<file path="config.mk">
export PLATFORM = sky130hd
export DESIGN_NAME = metp_shade
export DESIGN_NICKNAME = d
export VERILOG_FILES = /design/src/sv/metp_pkg.sv /design/src/sv/metp_shade.sv
export SDC_FILE = /design/constraint.sdc
export NUM_CORES = 1
export LEC_CHECK = 0
export BUFFER_PORTS_ARGS = -buffer_cell sky130_fd_sc_hd__buf_4
export CAP_MARGIN = 20
export CELL_PAD_IN_SITES_DETAIL_PLACEMENT = 0
export CELL_PAD_IN_SITES_GLOBAL_PLACEMENT = 1
export CORE_MARGIN = 8
export CORE_UTILIZATION = 45
export DETAILED_ROUTE_END_ITERATION = 8
export PLACE_DENSITY_LB_ADDON = 0.05
export SETUP_SLACK_MARGIN = 0.4
export SLEW_MARGIN = 20
export SYNTH_ARGS = -nofsm -noshare
export SYNTH_HDL_FRONTEND = slang
export SYNTH_SLANG_ARGS = --single-unit
</file>
<file path="constraint.sdc">
create_clock -name clock -period 8.7 [get_ports clock]
set_input_delay 1.74 -clock clock [delete_from_list [all_inputs] [get_ports clock]]
set_output_delay 1.74 -clock clock [all_outputs]
set_load 0.05 [all_outputs]
</file>
<file path="src/sv/metp_pkg.sv">
// Shared types and constants of the Mandelbrot escape-time pixel unit.
// Holds field widths, colour multipliers, register indexes, reset values and item structs.
// No dependencies.
`timescale 1ns / 1ps
`default_nettype none

package metp_pkg;

   // field widths
   localparam int COORD_W     = 10;
   localparam int ITER_W      = 12;
   localparam int CFG_W       = 32;
   localparam int T_W         = 8;
   localparam int QUEUE_DEPTH = 2;

   // colour and escape constants
   localparam int unsigned COLOUR_MAX       = 255;
   localparam int unsigned K_RED            = 5851;
   localparam int unsigned K_GREEN          = 6353;
   localparam int unsigned K_BLUE           = 7673;
   localparam int unsigned ESCAPE_RADIUS_SQ = 4;

   // view register indexes
   typedef enum logic [2:0] {
      REG_ORIGIN_X,
      REG_ORIGIN_Y,
      REG_STEP_X,
      REG_STEP_Y,
      REG_MAX_ITER
   } csr_index_type;

   // view and limit registers
   typedef struct packed {
      logic [CFG_W-1:0]  origin_x;
      logic [CFG_W-1:0]  origin_y;
      logic [CFG_W-1:0]  step_x;
      logic [CFG_W-1:0]  step_y;
      logic [ITER_W-1:0] max_iter;
   } cfg_type;

   localparam cfg_type CFG_RESET = '{
      origin_x: 32'hD800_0000,
      origin_y: 32'hF000_0000,
      step_x:   32'd978670,
      step_y:   32'd994205,
      max_iter: 12'd128
   };

   // item queued between the front end and the iteration engine
   typedef struct packed {
      logic [COORD_W-1:0] column;
      logic [COORD_W-1:0] row;
      logic [CFG_W-1:0]   cx;
      logic [CFG_W-1:0]   cy;
   } point_type;

   // finished item handed from the iteration engine to the shading unit
   typedef struct packed {
      logic [COORD_W-1:0] column;
      logic [COORD_W-1:0] row;
      logic [ITER_W-1:0]  iterations;
   } pixel_done_type;

endpackage

`default_nettype wire

</file>
<file path="src/sv/metp_shade.sv">
// Shading unit: scales the count to 0..255 with a bit-serial divider, then maps colours.
// Depends on metp_pkg; drives the result ports of the top level.
`timescale 1ns / 1ps
`default_nettype none

module metp_shade (
   input  wire                               clock,
   input  wire                               reset,
   input  wire  [metp_pkg::ITER_W-1:0]       max_iter,
   input  wire                               in_valid,
   input  wire  metp_pkg::pixel_done_type    in_item,
   output logic                              in_ready,
   output logic                              rsp_valid,
   output logic [metp_pkg::COORD_W-1:0]      rsp_out_column,
   output logic [metp_pkg::COORD_W-1:0]      rsp_out_row,
   output logic [metp_pkg::ITER_W-1:0]       rsp_iterations,
   output logic [7:0]                        rsp_red,
   output logic [7:0]                        rsp_green,
   output logic [7:0]                        rsp_blue
);

   localparam int CW = metp_pkg::COORD_W;
   localparam int IW = metp_pkg::ITER_W;
   localparam int TW = metp_pkg::T_W;
   localparam int NW = IW + TW;
   localparam int SW = $clog2(TW);
   localparam logic [7:0] CMAX     = 8'(metp_pkg::COLOUR_MAX);
   localparam logic [7:0] KM_RED   = 8'(metp_pkg::K_RED % metp_pkg::COLOUR_MAX);
   localparam logic [7:0] KM_GREEN = 8'(metp_pkg::K_GREEN % metp_pkg::COLOUR_MAX);
   localparam logic [7:0] KM_BLUE  = 8'(metp_pkg::K_BLUE % metp_pkg::COLOUR_MAX);

   typedef enum logic [1:0] {
      ST_IDLE,
      ST_DIV,
      ST_MAP
   } state_type;

   // 255 - (t*k) mod 255, with k already reduced mod 255
   function automatic logic [7:0] shade_byte(input logic [TW-1:0] t, input logic [7:0] kmod);
      logic [15:0] p;
      logic [8:0]  s1;
      logic [8:0]  s2;
      logic [7:0]  m;
      p  = 16'(t) * 16'(kmod);
      s1 = 9'(p[15:8]) + 9'(p[7:0]);
      s2 = 9'(s1[8]) + 9'(s1[7:0]);
      m  = (s2 == 9'(CMAX)) ? 8'd0 : s2[7:0];
      return CMAX - m;
   endfunction

   state_type     state_ff, state_in;
   logic [SW-1:0] step_ff, step_in;
   logic [NW-1:0] rem_ff, rem_in;
   logic [NW-1:0] dsh_ff, dsh_in;
   logic [TW-1:0] quo_ff, quo_in;
   logic [CW-1:0] col_ff, col_in;
   logic [CW-1:0] row_ff, row_in;
   logic [IW-1:0] iter_ff, iter_in;
   logic          valid_ff, valid_in;
   logic [CW-1:0] out_col_ff, out_col_in;
   logic [CW-1:0] out_row_ff, out_row_in;
   logic [IW-1:0] out_iter_ff, out_iter_in;
   logic [7:0]    red_ff, red_in;
   logic [7:0]    green_ff, green_in;
   logic [7:0]    blue_ff, blue_in;
   logic          fits;
   logic [TW-1:0] t_val;

   assign in_ready = (state_ff == ST_IDLE);
   assign fits     = (rem_ff >= dsh_ff);
   assign t_val    = (max_iter == '0) ? '0 : quo_ff;

   // load, divide one quotient bit a cycle, then map
   always_comb begin
      state_in    = state_ff;
      step_in     = step_ff;
      rem_in      = rem_ff;
      dsh_in      = dsh_ff;
      quo_in      = quo_ff;
      col_in      = col_ff;
      row_in      = row_ff;
      iter_in     = iter_ff;
      valid_in    = 1'b0;
      out_col_in  = out_col_ff;
      out_row_in  = out_row_ff;
      out_iter_in = out_iter_ff;
      red_in      = red_ff;
      green_in    = green_ff;
      blue_in     = blue_ff;
      case (state_ff)
         ST_IDLE: begin
            if (in_valid) begin
               rem_in   = NW'(in_item.iterations) * NW'(metp_pkg::COLOUR_MAX);
               dsh_in   = NW'(max_iter) << (TW - 1);
               quo_in   = '0;
               step_in  = SW'(TW - 1);
               col_in   = in_item.column;
               row_in   = in_item.row;
               iter_in  = in_item.iterations;
               state_in = ST_DIV;
            end
         end
         ST_DIV: begin
            if (fits) begin
               rem_in = rem_ff - dsh_ff;
            end
            quo_in = {quo_ff[TW-2:0], fits};
            dsh_in = dsh_ff >> 1;
            if (step_ff == '0) begin
               state_in = ST_MAP;
            end else begin
               step_in = step_ff - 1'b1;
            end
         end
         ST_MAP: begin
            out_col_in  = col_ff;
            out_row_in  = row_ff;
            out_iter_in = iter_ff;
            red_in      = shade_byte(t_val, KM_RED);
            green_in    = shade_byte(t_val, KM_GREEN);
            blue_in     = shade_byte(t_val, KM_BLUE);
            valid_in    = 1'b1;
            state_in    = ST_IDLE;
         end
         default: begin
            state_in = ST_IDLE;
         end
      endcase
   end

   always_ff @(posedge clock) begin
      if (reset) begin
         state_ff <= ST_IDLE;
         valid_ff <= 1'b0;
      end else begin
         state_ff <= state_in;
         valid_ff <= valid_in;
      end
      step_ff     <= step_in;
      rem_ff      <= rem_in;
      dsh_ff      <= dsh_in;
      quo_ff      <= quo_in;
      col_ff      <= col_in;
      row_ff      <= row_in;
      iter_ff     <= iter_in;
      out_col_ff  <= out_col_in;
      out_row_ff  <= out_row_in;
      out_iter_ff <= out_iter_in;
      red_ff      <= red_in;
      green_ff    <= green_in;
      blue_ff     <= blue_in;
   end

   assign rsp_valid      = valid_ff;
   assign rsp_out_column = out_col_ff;
   assign rsp_out_row    = out_row_ff;
   assign rsp_iterations = out_iter_ff;
   assign rsp_red        = red_ff;
   assign rsp_green      = green_ff;
   assign rsp_blue       = blue_ff;

endmodule

`default_nettype wire

</file>
Word level (Yosys, flattened, before mapping):

Index checks and enable logic that the tools add are counted.

* multipliers: 4
* mux-type cells: 18
* reduce and logical (&&, ||, !) cells: 9
* $lt $le $gt $ge: 1
* equality and inequality tests: 9
* add/sub/neg operators: 11

Operators with widths (number)
* one-hot mux 20 bit (2 select lines): 2
* 2-to-1 mux 20 bit: 3
* 2-to-1 mux 8 bit: 5
* multiplier 8 x 8 -> 16 bit, second input constant: 2
* adder 1 x 8 -> 9 bit: 3
* equality test 9 x 8 -> 1 bit, second input constant: 3
* subtractor 8 bit, first input constant: 3
* greater-or-equal comparator 20 bit: 1
* multiplier 12 x 8 -> 20 bit, second input constant: 1
* subtractor 20 bit: 1
* adder 8 x 8 -> 9 bit: 2
* one-hot mux 8 bit (2 select lines): 1
* multiplier 8 x 5 -> 13 bit, second input constant: 1
* logical NOT 12 bit: 1
* adder 5 x 8 -> 9 bit: 1
* inequality test 2 bit, second input constant: 4
* 2-to-1 mux 3 bit: 2
* one-hot mux 3 bit (2 select lines): 1
* AND reduction 2 bit: 3
* AND reduction 3 bit: 2
* 2-to-1 mux 2 bit: 2
* one-hot mux 2 bit (2 select lines): 1
* logical NOT 3 bit: 1
* subtractor 3 x 1 -> 3 bit, second input constant: 1
* other kinds (5): 5

* flip-flop bits (word level): 142
* logic and storage cells: 67
* output and inout port bits: 58

Depth between registers and ports, before layout:

Gate-level depths: netlist (run 1).

* word-level depth: 8
* mapped depth: 30

Worst setup path after synthesis (run 1):

Ideal clock, no wire load.

* path kind: input to register
* start point: in max_iter[7] in the netlist's numbering
* end point: reg red_ff[0] (netlist: rsp_red[0]) (data pin)
* cell stages on the path: 25
* buffers on the path: 0
* slack: 0.398 ns
* arrival: 8.169 ns
* cells stage by stage: nor4_1 > nand3_1 > and2_1 > fa_1 > fa_1 > fa_1 > ha_1 > ha_1 > a21o_1 > a21oi_1 > o21bai_1 > a21oi_1 > o21bai_1 > a21oi_1 > xnor2_1 > ha_1 > or2_2 > o221ai_1 > nand2b_1 > a21o_1 > ha_1 > and4b_1 > or4b_1 > a311o_1 > nand2_1

* longest elaborated chain between the ends: 8

RTL lines
* start: declaration: RTL line metp_shade.sv:9 `input wire [metp_pkg::ITER_W-1:0] max_iter,`
* logical NOT 12 bit (*): RTL line metp_shade.sv:71 `assign t_val = (max_iter == '0) ? '0 : quo_ff;`
* 2-to-1 mux 8 bit (*): RTL line metp_shade.sv:71
* multiplier 8 x 8 -> 16 bit (*): RTL line metp_shade.sv:44 `p = 16'(t) * 16'(kmod);`
* adder 8 x 8 -> 9 bit (*): RTL line metp_shade.sv:45 `s1 = 9'(p[15:8]) + 9'(p[7:0]);`
* adder 1 x 8 -> 9 bit (*): RTL line metp_shade.sv:46 `s2 = 9'(s1[8]) + 9'(s1[7:0]);`
* equality test 9 x 8 -> 1 bit: RTL line metp_shade.sv:47 `m = (s2 == 9'(CMAX)) ? 8'd0 : s2[7:0];`
* 2-to-1 mux 8 bit (*): RTL line metp_shade.sv:47
* subtractor 8 bit (*): RTL line metp_shade.sv:48 `return CMAX - m;`
* end signal: assignment: RTL line metp_shade.sv:149 `red_ff <= red_in;`
* end: declaration: RTL line metp_shade.sv:63 `logic [7:0] red_ff, red_in;`

Every way passes the cells marked *; elsewhere a longest branch is shown, timed or not.
A chain may end at the register's enable or synchronous reset.

Final worst setup path (run 1):

* start point: in max_iter[3] in the netlist's numbering
* end point: reg red_ff[0] (netlist: rsp_red[0]) (data pin)

Same word-level chain as after synthesis.

==> results of run 1 <==
## registers in the layout (all words and copies together) (netlist names)
register	flops
rem_ff	20
dsh_ff	19
iter_ff	12
rsp_iterations	12
col_ff	10
row_ff	10
rsp_out_column	10
rsp_out_row	10
quo_ff	8
rsp_blue	8
rsp_green	8
rsp_red	8
step_ff	3
state_ff	2
rsp_valid	1
## layer usage
metal  track usage  wire length [µm]  up-vias
met3        0.0213               439        7
met1         0.202             11100     3965
met4        0.0302               119        0
li1              -                 -     4153
met5             0                 0        -
met2         0.293             13200       70
## cells in the mapped netlist (4+ instances only)
cell type / count / area, µm²
ha_1: 179 / 2240
o21bai_1: 18 / 135
nand2b_1: 13 / 81.3
edfxtp_1: 138 / 4140
and3_1: 5 / 31.3
o21a_1: 14 / 105
a211oi_1: 5 / 37.5
xor2_1: 31 / 272
a21oi_1: 50 / 250
fa_1: 84 / 1680
inv_1: 143 / 537
nor2_1: 53 / 199
xnor2_1: 56 / 490
o31ai_1: 6 / 45.0
nand3_1: 16 / 80.1
or3_1: 4 / 25.0
nor2b_1: 7 / 43.8
nand2_1: 78 / 293
nor3_1: 16 / 80.1
and2_1: 11 / 68.8
a31oi_1: 5 / 31.3
nand4_1: 5 / 31.3
a21o_1: 22 / 165
o21ai_0: 42 / 210
clkbuf_1: 10 / 37.5
o211ai_1: 6 / 45.0
nor4_1: 6 / 37.5
## placed cells by master (no fill, tap or decap), types with 9 or more instances in the layout
master / n
edfxtp_1: 138
nand2b_1: 12
nand3_1: 15
fa_1: 82
buf_4: 165
nand2_1: 78
nor3_1: 15
ha_1: 178
o21bai_1: 18
o21a_1: 14
a21oi_1: 38
nor2_1: 53
inv_1: 142
xnor2_1: 55
xor2_1: 31
and2_1: 9
o21ai_0: 41
a21oi_2: 13
a21o_1: 22
clkbuf_16: 17
## worst reg2reg max path, delay by kind of cell (launching register included)
kind | cells | cell delay [ns]
AO/OA/AOI/OAI | 8 | 1.46
adder cells (fa/ha/maj) | 7 | 2.81
XOR/XNOR | 1 | 0.15
AND/OR/NAND/NOR | 7 | 1.28
flip-flops | 1 | 0.38
## through the flow
| stage | cell area (µm²) | setup TNS, ns | worst slack (ns) |
|---|---|---|---|
| after floorplan | 12000 | 0 | 0.430 |
| after global placement | 13600 | -0.227 | -0.0455 |
| after detailed placement | 13600 | -1.31 | -0.144 |
| after CTS | 14200 | 0 | 0.481 |
| after global routing | 14400 | 0 | 0.403 |
| final | 14400 | 0 | 0.764 |
## cells by family after synthesis
group / share of synthesized area
buffers and inverters: 0.0482
AOI/OAI and AO/OA: 0.110
muxes: 0.00250
DFF: 0.350
adders and majority gates: 0.327
xor gates and xnor gates: 0.0635
and+or+nand+nor: 0.0977
## area by class of cell
cell class	instances	area share
Multi-Input combinational cell	790	0.513
Sequential cell	141	0.292
Timing Repair Buffer	165	0.0862
Inverter	143	0.0373
Clock buffer	17	0.0296
Tap cell	335	0.0292
Clock inverter	15	0.0119
## timing repair
action,CTS,global route
setup buffers,0,3
setup endpoints to repair,18,23
gates resized for setup,3,29
pin swaps,0,6
## worst max path at each step
| stage | startpoint | endpoint | slack [ns] |
|---|---|---|---|
| 2_1_floorplan | max_iter[7] | rsp_red[0]$_DFFE_PP_ | 0.43 |
| 3_3_place_gp | max_iter[3] | rsp_blue[1]$_DFFE_PP_ | -0.05 |
| 3_5_place_dp | max_iter[3] | rsp_blue[1]$_DFFE_PP_ | -0.14 |
| 4_1_cts | max_iter[3] | rsp_red[0]$_DFFE_PP_ | 0.48 |
| 5_1_grt | max_iter[3] | rsp_red[7]$_DFFE_PP_ | 0.40 |
| 6_report | max_iter[3] | rsp_red[0]$_DFFE_PP_ | 0.76 |
==> flow_summary.ini, run 1 <==
[sta]
hold_violations = 0
slew_viol_final = 0
holdWs_ns = 0.417
fmax_mhz = 126
fin_crit_sh = 0.912
max_slew.worst_pin.slew_ns = 0.735
slew_headroom = 0.507
rsz0062_at_grt = no
fin_crit_ns = 7.94
skew_ns = 0.0135
setup_viol = 0

[critical_path]
reg2reg_slack_ns = 2.48
cp-end-kind = register
worstPathArrival_ns = 8.22
worstSetupPathType = input port to register
crit_family = adder cells
worstReg2RegStart = quo_ff[2]$_SDFFCE_PN0P_
max_stage_delay_ns = 0.59
worst-path-stages = 27
start_kind = input port
crit_fanout = 7
worst_ep_required_time_ns = 8.98
crit_slowest_cell = fa_2
r2r_cells = 23
cp.buffers_inverters = 2
timing.rr.end = rsp_red[0]$_DFFE_PP_

[clock_tree]
clock_sinks = 141
ctsLongestPathBuffers = 2
cts_tree = done
htreeDepth = 4
cts-root-buf = clkbuf_16
hold_buffers = 0
clock_latency_ns = 0.42
clk_pin_slew_worst_paths_ns = 0.07
cts_inserted_buffers = 17

[synthesis]
synth_seq_cells = 141
synth_nets = 1395
synth_cell_types = 68
syn-mean-instance-area_um2 = 11.1
synthFlopType = edfxtp_1
async_flop_share = 0
synth_warnings = 0
mappedNetlistArea_um2 = 12000
synth_cells = 1085
ys_seq_area_frac = 0.350
synth_edf_count = 138

[cells_and_area]
stdcell_count = 1606
drive_above_1_share = 0.193
num-fill-cells = 2384
multi_input_area_um2 = 7380
fin_util = 0.550
diodes = 0
layout.nets = 1568
synthToLayoutAreaGrowth_pct = 19.8
ff_latch_area_um2 = 4200

[worst_hold_path]
hold_path_depth = 0
min-delay-path-class = register to register
holdPathEnd = rsp_out_row[0]$_DFFE_PP_
hold_start = row_ff[0]$_DFFE_PP_

[global_route]
grt_pass1_wl_um = 41400
grt_max_degree = 62
grt.total_usage = 0.161
antenna_found_initial = 0
grt_pass1_vias = 8425
overflow = 0

[route]
vias = 8195
first_iter_violations = 322
post-route-drc-count = 0
firstDrtPassIters = 6
wirelength_um = 24900
drtAntennaViolNets = 0
wl_per_cell_um = 15.5
viasPerCell = 5.10

[placed_design]
numPortBuffers = 104
gp_congestion = 0.815
place_inst = 1571
dp_hpwl_um = 19900

[die]
die_w_um = 179
start_util = 0.459
core_um2 = 26100
dieArea_um2 = 32200
io-pin-count = 105
die_h_um = 179
rows = 59

[job]
cap_viol_max_count = 0

[run_status]
status = finished clean
Power of run 1 is left out: the tool's default activity adds up to more than one toggle a clock period on the data nets, which glitch-free logic cannot reach.
==> run 2: changes to the inputs <==
--- a/config.mk
+++ b/config.mk
@@ -12,6 +12,7 @@
 export CORE_MARGIN = 8
 export CORE_UTILIZATION = 45
 export DETAILED_ROUTE_END_ITERATION = 8
+export GPL_TIMING_DRIVEN = 0
 export PLACE_DENSITY_LB_ADDON = 0.05
 export SETUP_SLACK_MARGIN = 0.4
 export SLEW_MARGIN = 20
==> flow_summary.ini, run 2 (synthesized netlist as in run 1, its figures left out) <==
[sta]
rsz0062_at_grt = no
finalSetupTns_ns = 0
slew_viol_final = 0
fin_crit_sh = 0.921
slew_headroom = 0.536
skew_ns = 0.0137
worst_slack_ns = 0.690
hold_violations = 0
max_slew.worst_pin.slew_ns = 0.693
fin_crit_ns = 8.01
fmax_mhz = 125
setup_viol = 0

[critical_path]
worst_ep_required_time_ns = 8.99
cp-end-kind = register
start_kind = input port
worstPathArrival_ns = 8.30
crit_fanout = 7
worstSetupPathType = input port to register

[clock_tree]
cts-root-buf = clkbuf_16
cts_tree = done
hold_buffers = 0
ctsLongestPathBuffers = 2
clock_latency_ns = 0.43
clk_pin_slew_worst_paths_ns = 0.06
htreeDepth = 4
clock_sinks = 141
cts_inserted_buffers = 17

[die]
io-pin-count = 105
die_h_um = 179
dieArea_um2 = 32200
start_util = 0.459
core_um2 = 26100
rows = 59
die_w_um = 179

[placed_design]
dp_hpwl_um = 20300
place_inst = 1527
preCtsSetupSlack_ns = -1.05
numPortBuffers = 104
gp_congestion = 0.816

[cells_and_area]
num-fill-cells = 2349
regMostFlops = rem_ff
layout.nets = 1553
diodes = 0
top_regs = rem_ff x20, dsh_ff x19
largest_reg_flops = 20
fin_util = 0.551
final_common_cell = ha_1
drive_above_1_share = 0.193
stdcell_count = 1591
synthToLayoutAreaGrowth_pct = 20.0
layout_common_cells = 170 x ha_1, 138 x inv_1, 138 x edfxtp_1, 136 x buf_4, 81 x fa_1

[route]
post-route-drc-count = 0
wl_per_cell_um = 16.4
wirelength_um = 26100
vias = 8259
viasPerCell = 5.19
firstDrtPassIters = 4
drtAntennaViolNets = 0
first_iter_violations = 333

[global_route]
grt_pass1_wl_um = 42200
top_usage_layer = met2
gr-usage-met1 = 0.203
overflow = 0
use_met2 = 0.308
grt_pass1_vias = 8584
antenna_found_initial = 0
grt.total_usage = 0.167
grt_max_degree = 33
grt_use_met3 = 0.0238

[job]
cap_viol_max_count = 0

[run_status]
status = finished clean

[worst_hold_path]
min-delay-path-class = register to register
-- run 2: cell types whose count changed in the layout (fill, tap and decap cells not counted), moves of 4 or more --
| cell | previous run | this run |
|---|---|---|
| buf_4 | 165 | 136 |
| clkbuf_1 | 0 | 10 |
| ha_1 | 178 | 170 |
| ha_2 | 0 | 5 |
| nand2_1 | 78 | 73 |
| clkinvlp_4 | 1 | 5 |
| inv_1 | 142 | 138 |
| nand2_2 | 0 | 4 |
-- run 2: what timing repair did --
action / in CTS / in global routing
buffers inserted: 12 / 20
gates resized for setup: 23 / 40
endpoints found under the setup margin: 24 / 23
pin swaps: 5 / 21
-- run 2: critical path, cell delays in order --
cell and delay (ns):
buf_4 0.12, nor4_4 0.39, nand3_4 0.18, and2_4 0.21, fa_2 0.62, fa_1 0.45
fa_1 0.58, ha_4 0.23, ha_1 0.29, a21o_1 0.17, a21oi_2 0.17, o21bai_1 0.11
a21oi_2 0.16, o21bai_1 0.09, a21oi_2 0.16, xnor2_1 0.10, ha_2 0.22, or2_2 0.34
o221ai_4 0.19, nand2b_1 0.08, a21o_1 0.21, ha_2 0.22, and4b_2 0.24, or4b_1 0.50
a311o_1 0.41, nand2_1 0.10
-- run 2: worst paths after layout --
| check | startpoint | end | slack [ns] | depth (start not counted) |
|---|---|---|---|---|
| hold reg to reg | iter_ff[4]$_DFFE_PP_ | rsp_iterations[4]$_DFFE_PP_ | 0.42 | 0 |
| setup reg to reg | quo_ff[0]$_SDFFCE_PN0P_ | rsp_red[3]$_DFFE_PP_ | 2.33 | 23 |
| setup / recovery | max_iter[3] | rsp_red[3]$_DFFE_PP_ | 0.69 | 26 |
| hold / removal | iter_ff[4]$_DFFE_PP_ | rsp_iterations[4]$_DFFE_PP_ | 0.42 | 0 |
-- run 2: layout make-up --
cell class                      instances  area (µm²)  area share
Buffer                                 11        41.3     0.00287
Multi-Input combinational cell        790        7520       0.522
Sequential cell                       141        4200       0.292
Timing Repair Buffer                  139        1080      0.0747
Clock buffer                           17         425      0.0295
Tap cell                              335         419      0.0291
Clock inverter                         15         175      0.0122
Inverter                              143         548      0.0380
-- run 2: per-stage QoR --
step	hold slack (ns)	area [µm²]
global route	0.424	14400
CTS	0.420	14100
detailed placement	0.405	13300
global placement	0.400	13200
finish	0.418	14400
floorplan	0.400	12000
-- run 2: metal layers --
metal	routed length, µm	up-vias
met4	331	0
li1	-	4127
met2	13900	112
met3	651	26
met5	0	-
met1	11200	3994
Power of run 2 is left out for the same reason.
==> run 3: changes to the inputs <==
--- a/config.mk
+++ b/config.mk
@@ -12,7 +12,7 @@
 export CORE_MARGIN = 8
 export CORE_UTILIZATION = 45
 export DETAILED_ROUTE_END_ITERATION = 8
-export GPL_TIMING_DRIVEN = 0
+export MAX_ROUTING_LAYER = met4
 export PLACE_DENSITY_LB_ADDON = 0.05
 export SETUP_SLACK_MARGIN = 0.4
 export SLEW_MARGIN = 20
==> flow_summary.ini, run 3 (synthesized netlist as in run 1, its figures left out) <==
[die]
core_um2 = 26100
die_h_um = 179
rows = 59
dieArea_um2 = 32200
die_w_um = 179
start_util = 0.459
io-pin-count = 105

[critical_path]
cp.buffers_inverters = 2
critical_path.startpoint = max_iter[3]
cp-end-kind = register
start_kind = input port
worstSetupPathType = input port to register
crit_slowest_cell = fa_2
crit_family = adder cells
max_stage_delay_ns = 0.59
worstReg2RegStart = quo_ff[2]$_SDFFCE_PN0P_
worst_ep_required_time_ns = 8.98
crit_fanout = 7
worstPathArrival_ns = 8.22

[route]
drtAntennaViolNets = 0
wirelength_um = 24800
vias = 8184
first_iter_violations = 321
post-route-drc-count = 0
firstDrtPassIters = 6
wl_per_cell_um = 15.5
viasPerCell = 5.10

[cells_and_area]
drive_above_1_share = 0.193
final_area_um2 = 14400
regMostFlops = rem_ff
largest_reg_flops = 20
synthToLayoutAreaGrowth_pct = 19.8
num-fill-cells = 2384
layout.nets = 1568
diodes = 0
layout_common_cells = 178 x ha_1, 165 x buf_4, 142 x inv_1, 138 x edfxtp_1, 82 x fa_1
top_regs = rem_ff x20, dsh_ff x19
final_common_cell = ha_1

[global_route]
grt.total_usage = 0.166
top_usage_layer = met2
grt_max_degree = 62
antenna_found_initial = 0
use_met2 = 0.293
overflow = 0
grt_use_met3 = 0.0190
gr-usage-met1 = 0.204
grt_pass1_vias = 8428
grt_pass1_wl_um = 41400

[clock_tree]
cts_tree = done
cts-root-buf = clkbuf_16
ctsLongestPathBuffers = 2
clock_sinks = 141
clk_pin_slew_worst_paths_ns = 0.07
htreeDepth = 4
clock_latency_ns = 0.42
cts_inserted_buffers = 17

[sta]
fin_crit_sh = 0.913
fin_crit_ns = 7.94
slew_viol_final = 0
skew_ns = 0.0129
hold_violations = 0
worst_slack_ns = 0.758
rsz0062_at_grt = no
fmax_mhz = 126
setup_viol = 0
max_slew.worst_pin.slew_ns = 0.725
finalSetupTns_ns = 0
slew_headroom = 0.514

[placed_design]
gp_congestion = 0.827
numPortBuffers = 104
place_area_um2 = 13600
preCtsSetupSlack_ns = -0.144
dp_hpwl_um = 19900

[worst_hold_path]
min-delay-path-class = register to register
hold_start = row_ff[0]$_DFFE_PP_

[run_status]
status = finished clean

[job]
cap_viol_max_count = 0
==> run 3: cell types whose count changed in the layout (fill, tap and decap cells not counted), sizes merged <==
cell and change:
clkinv +2, inv +2, clkbuf -10, buf +25, clkinvlp -4
==> run 3: through the flow <==
stage	std cells	hold slack, ns	util
after global routing	1606	0.424	0.550
after CTS	1603	0.417	0.544
after global placement	1571	0.401	0.521
final	1606	0.417	0.550
after detailed placement	1571	0.405	0.521
after floorplan	1085	0.400	-
==> run 3: area by class of cell <==
class                      instances  area, µm²  area share
tap                              335        419      0.0292
clock buffer                      17        425      0.0296
sequential                       141       4200       0.292
clock inverter                    15        171      0.0119
timing repair buffer             165       1240      0.0862
inverter                         143        537      0.0373
multi-input combinational        790       7380       0.513
==> run 3: what timing repair did <==
action / in CTS / in global routing
pin swaps: 0 / 6
hold buffers: 0 / 0
gates resized for setup: 3 / 29
setup endpoints to repair: 18 / 23
buffers inserted: 0 / 3
==> run 3: worst paths after layout <==
check	end	slack, ns	depth (start not counted)
worst max register to register	rsp_red[0]$_DFFE_PP_	2.48	23
worst min-delay path	rsp_out_row[0]$_DFFE_PP_	0.42	0
worst max-delay path	rsp_red[0]$_DFFE_PP_	0.76	27
worst min register to register	rsp_out_row[0]$_DFFE_PP_	0.42	0
==> run 3: worst register-to-register path: stages (launching register included) <==
cell      delay [ns]
edfxtp_1        0.38
and2_4          0.18
fa_2            0.62
fa_1            0.44
fa_1            0.44
ha_1            0.34
fa_1            0.46
a21oi_1         0.15
nor2_1          0.05
nor2_1          0.15
o21bai_1        0.09
a21oi_1         0.22
o21bai_1        0.10
a21oi_1         0.17
xnor2_1         0.15
ha_1            0.29
o221ai_2        0.09
nand2b_1        0.08
a21o_1          0.20
ha_1            0.22
and4b_1         0.22
or4b_1          0.51
a311o_2         0.44
nand2_1         0.09
==> run 3: metal layers <==
metal	share of wire	wire length, µm
met1	0.45	11100
met2	0.53	13200
met3	0.016	404
met4	0.0039	97
met5	0	0
Power of run 3 is left out for the same reason.
